<file path="src/design/pee_pkg.sv">
// ----------------------------------------------------------------------------
// Postfix evaluator package
// Character codes, status codes and controller/datapath command types.
// ----------------------------------------------------------------------------
package pee_pkg;

  localparam logic [7:0] CH_ADD = 8'h2B;
  localparam logic [7:0] CH_SUB = 8'h2D;
  localparam logic [7:0] CH_MUL = 8'h2A;
  localparam logic [7:0] CH_DIV = 8'h2F;
  localparam logic [7:0] CH_POW = 8'h5E;
  localparam logic [7:0] CH_ZERO = 8'h30;
  localparam logic [7:0] CH_NINE = 8'h39;

  localparam logic [1:0] ST_OK    = 2'd0;
  localparam logic [1:0] ST_UNDER = 2'd1;
  localparam logic [1:0] ST_OVER  = 2'd2;

  typedef enum logic [2:0] {
    OP_ADD, OP_SUB, OP_MUL, OP_DIV, OP_POW
  } op_t;

  // controller to datapath
  typedef struct packed {
    logic       take;      // capture input character
    logic       digit;     // accumulate digit
    logic       flush;     // push pending number
    logic       pop_r;     // pop right operand
    logic       pop_l;     // pop left operand
    logic       start;     // start arithmetic
    logic       push_res;  // push arithmetic result
    logic       pop_ans;   // pop answer
    logic       clear;     // end of expression
  } cmd_t;

  // datapath to controller
  typedef struct packed {
    logic       busy;      // arithmetic unit working
    logic       skip_push; // division by zero
  } sts_t;

endpackage

</file>
<file path="src/design/pee_ctrl.sv">
// ----------------------------------------------------------------------------
// Postfix evaluator controller
// Sequences flush, pops, arithmetic, push and the final answer pop.
// ----------------------------------------------------------------------------
module pee_ctrl (
  input  logic           clk,
  input  logic           rst,
  input  logic           in_valid,
  input  logic           in_last,
  output logic           in_stall,
  output logic           out_valid,
  input  logic           out_stall,
  input  logic [7:0]     ch_q,
  input  pee_pkg::sts_t  sts,
  output pee_pkg::cmd_t  cmd
);

  typedef enum logic [3:0] {
    S_IDLE, S_DECODE, S_POPR, S_POPL, S_LOAD, S_START, S_WAIT, S_PUSH,
    S_FLUSH, S_ANS, S_CLEAR
  } state_t;

  state_t state;
  logic   last_q, is_op, is_digit;

  assign is_digit = (ch_q >= pee_pkg::CH_ZERO) && (ch_q <= pee_pkg::CH_NINE);
  assign is_op = (ch_q == pee_pkg::CH_ADD) || (ch_q == pee_pkg::CH_SUB) ||
                 (ch_q == pee_pkg::CH_MUL) || (ch_q == pee_pkg::CH_DIV) ||
                 (ch_q == pee_pkg::CH_POW);
  assign in_stall = (state != S_IDLE);

  always_comb begin
    cmd = '0;
    cmd.take = (state == S_IDLE) && in_valid && !in_stall;
    unique case (state)
      S_DECODE: begin
        cmd.digit = is_digit;
        cmd.flush = !is_digit;
      end
      S_POPR:  cmd.pop_r = 1'b1;
      S_POPL:  cmd.pop_l = 1'b1;
      S_START: cmd.start = 1'b1;
      S_PUSH:  cmd.push_res = 1'b1;
      S_FLUSH: cmd.flush = 1'b1;
      S_ANS:   cmd.pop_ans = 1'b1;
      S_CLEAR: cmd.clear = 1'b1;
      default: ;
    endcase
  end

  // advance the sequence and hold the result transaction
  always_ff @(posedge clk) begin
    if (rst) begin
      state     <= S_IDLE;
      out_valid <= 1'b0;
      last_q    <= 1'b0;
    end else begin
      if (out_valid && !out_stall) out_valid <= 1'b0;
      unique case (state)
        S_IDLE: if (cmd.take) begin
          last_q <= in_last;
          state  <= S_DECODE;
        end
        S_DECODE: state <= is_op ? S_POPR : (last_q ? S_FLUSH : S_IDLE);
        S_POPR:   state <= S_POPL;
        S_POPL:   state <= S_LOAD;
        S_LOAD:   state <= S_START;
        S_START:  state <= S_WAIT;
        S_WAIT:   if (!sts.busy) state <= S_PUSH;
        S_PUSH:   state <= last_q ? S_FLUSH : S_IDLE;
        // hold until the previous answer has gone
        S_FLUSH:  if (!(out_valid && out_stall)) state <= S_ANS;
        S_ANS:    state <= S_CLEAR;
        S_CLEAR: begin
          out_valid <= 1'b1;
          state     <= S_IDLE;
        end
        default: state <= S_IDLE;
      endcase
    end
  end

endmodule

</file>
<file path="config.mk">
export PLATFORM = sky130hd
export DESIGN_NAME = pee_ctrl
export DESIGN_NICKNAME = d
export VERILOG_FILES = /design/src/design/pee_pkg.sv /design/src/design/pee_ctrl.sv
export SDC_FILE = /design/constraint.sdc
export NUM_CORES = 1
export LEC_CHECK = 0
export BUFFER_PORTS_ARGS = -buffer_cell sky130_fd_sc_hd__buf_2
export CAP_MARGIN = 20
export CORE_AREA = 4 4 41 43
export CTS_CLUSTER_DIAMETER = 120
export DETAILED_ROUTE_END_ITERATION = 10
export DIE_AREA = 0 0 45 47
export HOLD_SLACK_MARGIN = 0.12
export PLACE_DENSITY = 0.66
export SYNTH_ARGS = -nofsm -noshare
export SYNTH_HDL_FRONTEND = slang
export SYNTH_SLANG_ARGS = --single-unit
</file>
<file path="constraint.sdc">
create_clock -name clk -period 2.3 [get_ports clk]
set_clock_uncertainty 0.2 [all_clocks]
set_input_delay 0.115 -clock clk [delete_from_list [all_inputs] [get_ports clk]]
set_output_delay 0.115 -clock clk [all_outputs]
set_load 0.05 [all_outputs]
</file>
# --- After elaboration in Yosys (flattened, before gate mapping) ---
# Cells that the tools add are included.
op_classes:
  shifts: 0
  n_lt_le_gt_ge: 2
  n_mul: 0
  eq_ne: 18
  reduce_logical: 17
  addsub: 0
  div_mod_pow: 0
  n_bitwise: 0
  mux: 16
ops:
  columns: ["op", "count"]
  rows:
  - ["one-hot mux 4 bit (10 select lines)", 1]
  - ["== test 8 x 6 -> 1 bit (second input constant)", 4]
  - ["two-way mux 4 bit", 5]
  - ["== test 4 x 3 -> 1 bit (second input constant)", 4]
  - ["== test 4 bit (second input constant)", 3]
  - ["two-way mux 1 bit", 9]
  - ["== test 4 x 2 -> 1 bit (second input constant)", 2]
  - ["== test 8 x 7 -> 1 bit (second input constant)", 1]
  - [">= comparator 8 x 6 -> 1 bit (second input constant)", 1]
  - ["<= comparator 8 x 6 -> 1 bit (second input constant)", 1]
  - ["!= test 2 bit (second input constant)", 3]
  - ["logical AND 1 bit", 5]
  - ["== test 4 x 1 -> 1 bit (second input constant)", 1]
  - ["zero test 4 bit", 1]
  - ["logical OR 1 bit", 4]
  - ["nonzero test 4 bit", 1]
  - ["zero test 1 bit", 3]
  - ["AND reduction 3 bit", 1]
  - ["one-hot mux 1 bit (2 select lines)", 1]
  - ["AND reduction 2 bit", 1]
  - ["nonzero test 2 bit", 1]
word_totals:
  latchBits: 0
  mem_bits_ro: 0
  reg_bits: 6
  mem_count: 0
  word_cells: 56
  mem_bits_rw: 0

# --- Logic depth before layout (Yosys ltp) ---
depth:
  ltp_word: 7
  mapped_depth: 5
  depth_no_buf: 4

# --- Least setup slack after synthesis ---
# Ideal clock, no wire load.
synth_timing:
  kind: "flip-flop to output port"
  from: "register state[0]"
  to: "output port cmd[7] (netlist name)"
  n_path_buf: 1
  required_time_ns: 1.985
  path_slack_ns: -0.171
  path_stages_with_launch: 4
  arrival_ns: 2.156
  path_cell_list: "dfxtp_1 -> clkbuf_1 -> nand2b_1 -> nor4_1"
synth_rtl:
  columns: ["element", "line", "rtl"]
  rows:
  - ["start: declaration", "pee_ctrl.sv:23", "state_t state;"]
  - ["start signal: assignment", "pee_ctrl.sv:64", "S_DECODE: state <= is_op ? S_POPR : (last_q ? S_FLUSH : S_IDLE);"]
  - ["start signal: assignment", "pee_ctrl.sv:70", "S_PUSH: state <= last_q ? S_FLUSH : S_IDLE;"]
  - ["end: declaration", "pee_ctrl.sv:15", "output pee_pkg::cmd_t cmd"]

# --- Final worst setup path ---
layout_timing:
  from: "register state[0]"
  to: "register state[1]"
layout_via:
  elab_chain_cells: 5
  word_cells_on_any_way: 19
layout_lines:
  columns: ["element", "line", "rtl"]
  rows:
  - ["zero test 4 bit or nonzero test 4 bit (tied branches)", "pee_ctrl.sv:34, pee_ctrl.sv:59, pee_ctrl.sv:30", null]
  - ["logical AND 1 bit or zero test 1 bit (tied branches)", "pee_ctrl.sv:34", "cmd.take = (state == S_IDLE) && in_valid && !in_stall;"]
  - ["logical AND 1 bit", "pee_ctrl.sv:34", null]
  - ["!= test 2 bit (no line)", null, null]
  - ["AND reduction 3 bit (no line)", null, null]
# Several ways; a longest one is shown, not always the timed one.
# A chain may end at the register's enable or synchronous reset.

==> results_dict.tcl <==
set metrics [dict create \
    status "complete, no violations" \
    grt_pass1_vias 561 \
    layout.nets 107 \
    ys_types 25 \
    hold_end "state[3]" \
    busiest_layer "met2" \
    routedWlPerCell_um 12.2 \
    insertion_delay_ns 0.24 \
    grt_pass1_wl_um 2320 \
    crit_chain "nand2b_1 -> or4_1 -> a21oi_1 -> dlygate4sd3_1" \
    slew_violations 0 \
    tightest_slew_ns 0.420 \
    grt_overflow_total 0 \
    finalCritPeriodShare_pct 92.1 \
    start_util_pct 34.6 \
    r2r_end "state[1]" \
    period_needed_ns 2.12 \
    synth.avg_cell_area_um2 7.27 \
    fmax_mhz 472 \
    clock-root-buffer "clkbuf_4" \
    pre_cts_ws_ns 0.676 \
    ys_async_sr_fraction_pct 0 \
    p_int_uw 199 \
    synthFlopType "dfxtp_1" \
    synth_nets 77 \
    cts_resized 0 \
    arrival_ns 2.10 \
    power_frac_seq_pct 40.1 \
    ant_nets 0 \
    drtIter0Drc 7 \
    htree_levels 1 \
    hp-class "primary input to register" \
    r2r-start "state[0]" \
    required_ns 2.28 \
    crit_path_end_kind "register" \
    use_met1_pct 17.4 \
    cpLargestDelayFamily "simple AND/OR/NAND/NOR gates" \
    hpwl_um 944 \
    cts.sinks 6 \
    core_um2 1300 \
    vias_per_cell 5.22 \
    dieHeight_um 47 \
    timing.hold.ws_ns 0.156 \
    synth-seq-cells 6 \
    drcViolationCount 0 \
    areaGrowthSynthToFinish_pct 45.0 \
    ir_drop_v 0.000252 \
    hold_viol 0 \
    cpMaxStageDelayCell "dlygate4sd3_1" \
    worstHoldStart "ch_q[0]" \
    setup_viol 0 \
    fin_tns_setup_ns 0 \
    rsz0062_at_grt "no" \
    numCtsBuffers 3 \
    yosysTopAreaCell "dfxtp_1" \
    seq_area_frac_synth_pct 26.7 \
    ctsHoldBuffers 5 \
    yosys_warnings 0 \
    relSlewSlack_pct 72.0 \
    worst-r2r-cell-count 4 \
    reg2reg_slack_ns 0.18 \
    cpPeakStageDelay_ns 0.55 \
    path_class "register to register" \
    routed_wl_um 1280 \
    use_met3_pct 6.13 \
    cts_tree "yes" \
    via_count 548 \
    pwr-share-comb_pct 28.2 \
    critPathBufInv 1 \
    path_clk_slew_ns 0.04 \
    antenna_found_initial 0 \
    cts_setup_buffers 0 \
    swShare_pct 31.1 \
    min_path_cells 4 \
    die-area_um2 2120 \
    p_sw_uw 89.9 \
    use_met2_pct 26.0 \
    yosysTopAreaCellShare_pct 26.7 \
    die-width_um 45 \
    first_pass_iters 3 \
    track_usage_pct 15.3 \
    p_per_area_nw_per_um2 442 \
    rows 13 \
    grt_max_degree 14 \
    io_pins 26 \
    layout_commonest_cell "buf_2" \
    clock_power_share_pct 31.7 \
    diodes 0 \
    cts_buffer_depth 2 \
    gp_congestion 0.719 \
    worst_slack_ns 0.182 \
    io_buffers 24 \
    final_cell_mix "buf_2, nor2_1, nand2_1, dfxtp_1" \
    synthCells 62 \
    drive_above_1_share_pct 31.1 \
    crit_fanout 10 \
    synth_edf_count 0 \
    drv_cap 0 \
    synth_area_um2 450 \
    startpoint_type "register" \
    p_leak_nw 0.308 \
    synth.area.top_cells "dfxtp_1, and3_1, nor2_1" \
]
-- registers in the layout, summed over array words and instances (netlist names) --
name,flops
state,4
last_q,1
out_valid,1
-- power by group through the flow --
stage | logic [mW] | clock network [mW] | registers (mW)
2_1_floorplan | 0.0551 | 0 | 0.111
3_3_place_gp | 0.0742 | 0 | 0.117
3_5_place_dp | 0.0753 | 0 | 0.117
4_1_cts | 0.0815 | 0.0975 | 0.116
5_1_grt | 0.0899 | 0.107 | 0.116
6_report | 0.0815 | 0.0917 | 0.116
-- metrics by stage --
stage          instance area, um2  utilization [%]  power [mW]  instances
2_1_floorplan                 457                -       0.166         62
3_3_place_gp                  581             44.6       0.192         97
3_5_place_dp                  581             44.6       0.193         97
4_1_cts                       653             50.2       0.295        105
5_1_grt                       653             50.2       0.313        105
6_report                      653             50.2       0.289        105
-- metal layers --
layer / share of wire (%) / vias up / wire length (um)
met3: 5.4 / 0 / 69
met4: 0 / 0 / 0
met5: 0 / - / 0
li1: - / 290 / -
met2: 49 / 15 / 628
met1: 45 / 243 / 580
-- logic make-up (layout without fill, tap and decap cells) --
logic type / Yosys count / count (layout) / synth area share (%)
AO/OA/AOI/OAI: 11 / 11 / 15.3
multiplexers: 2 / 2 / 4.44
XOR/XNOR: 2 / 2 / 3.89
buffers and inverters: 4 / 32 / 3.33
AND/OR/NAND/NOR: 37 / 37 / 46.4
flip-flops: 6 / 6 / 26.7
-- how the worst max path moves through the flow --
stage | end | slack (ns) | depth (start not counted) | from
finish | state[1] | 0.18 | 4 | state[0]
floorplan | cmd[6] | 0.07 | 4 | state[0]
global placement | cmd[6] | 0.70 | 4 | state[3]
detailed placement | cmd[0] | 0.68 | 3 | state[3]
global route | state[1] | 0.05 | 4 | state[0]
CTS | state[1] | 0.19 | 4 | state[0]
-- worst reg2reg max path, delay by kind of cell (launching register included) --
kind	cells	cell delay (ns)
AOI/OAI and AO/OA	1	0.15
buffers and inverters	1	0.55
DFF	1	0.50
and+or+nand+nor	2	0.66
-- final cells by class --
| class | count | area (um2) |
|---|---|---|
| well taps | 15 | 18.8 |
| flip-flops and latches | 6 | 120 |
| clock buffers | 3 | 22.5 |
| fillers | 156 | 648 |
| repair buffers | 29 | 170 |
| multi-input cells | 52 | 322 |
-- cells in the mapped netlist, drive strengths merged, types with 2 or more instances --
master / count
nor2: 8
dfxtp: 6
nand2: 6
and3: 5
a21oi: 4
clkbuf: 4
nor3: 4
nor2b: 3
mux2i: 2
nand2b: 2
nand4b: 2
o21ai: 2
or4: 2
Power figures use the tool's default switching activity.
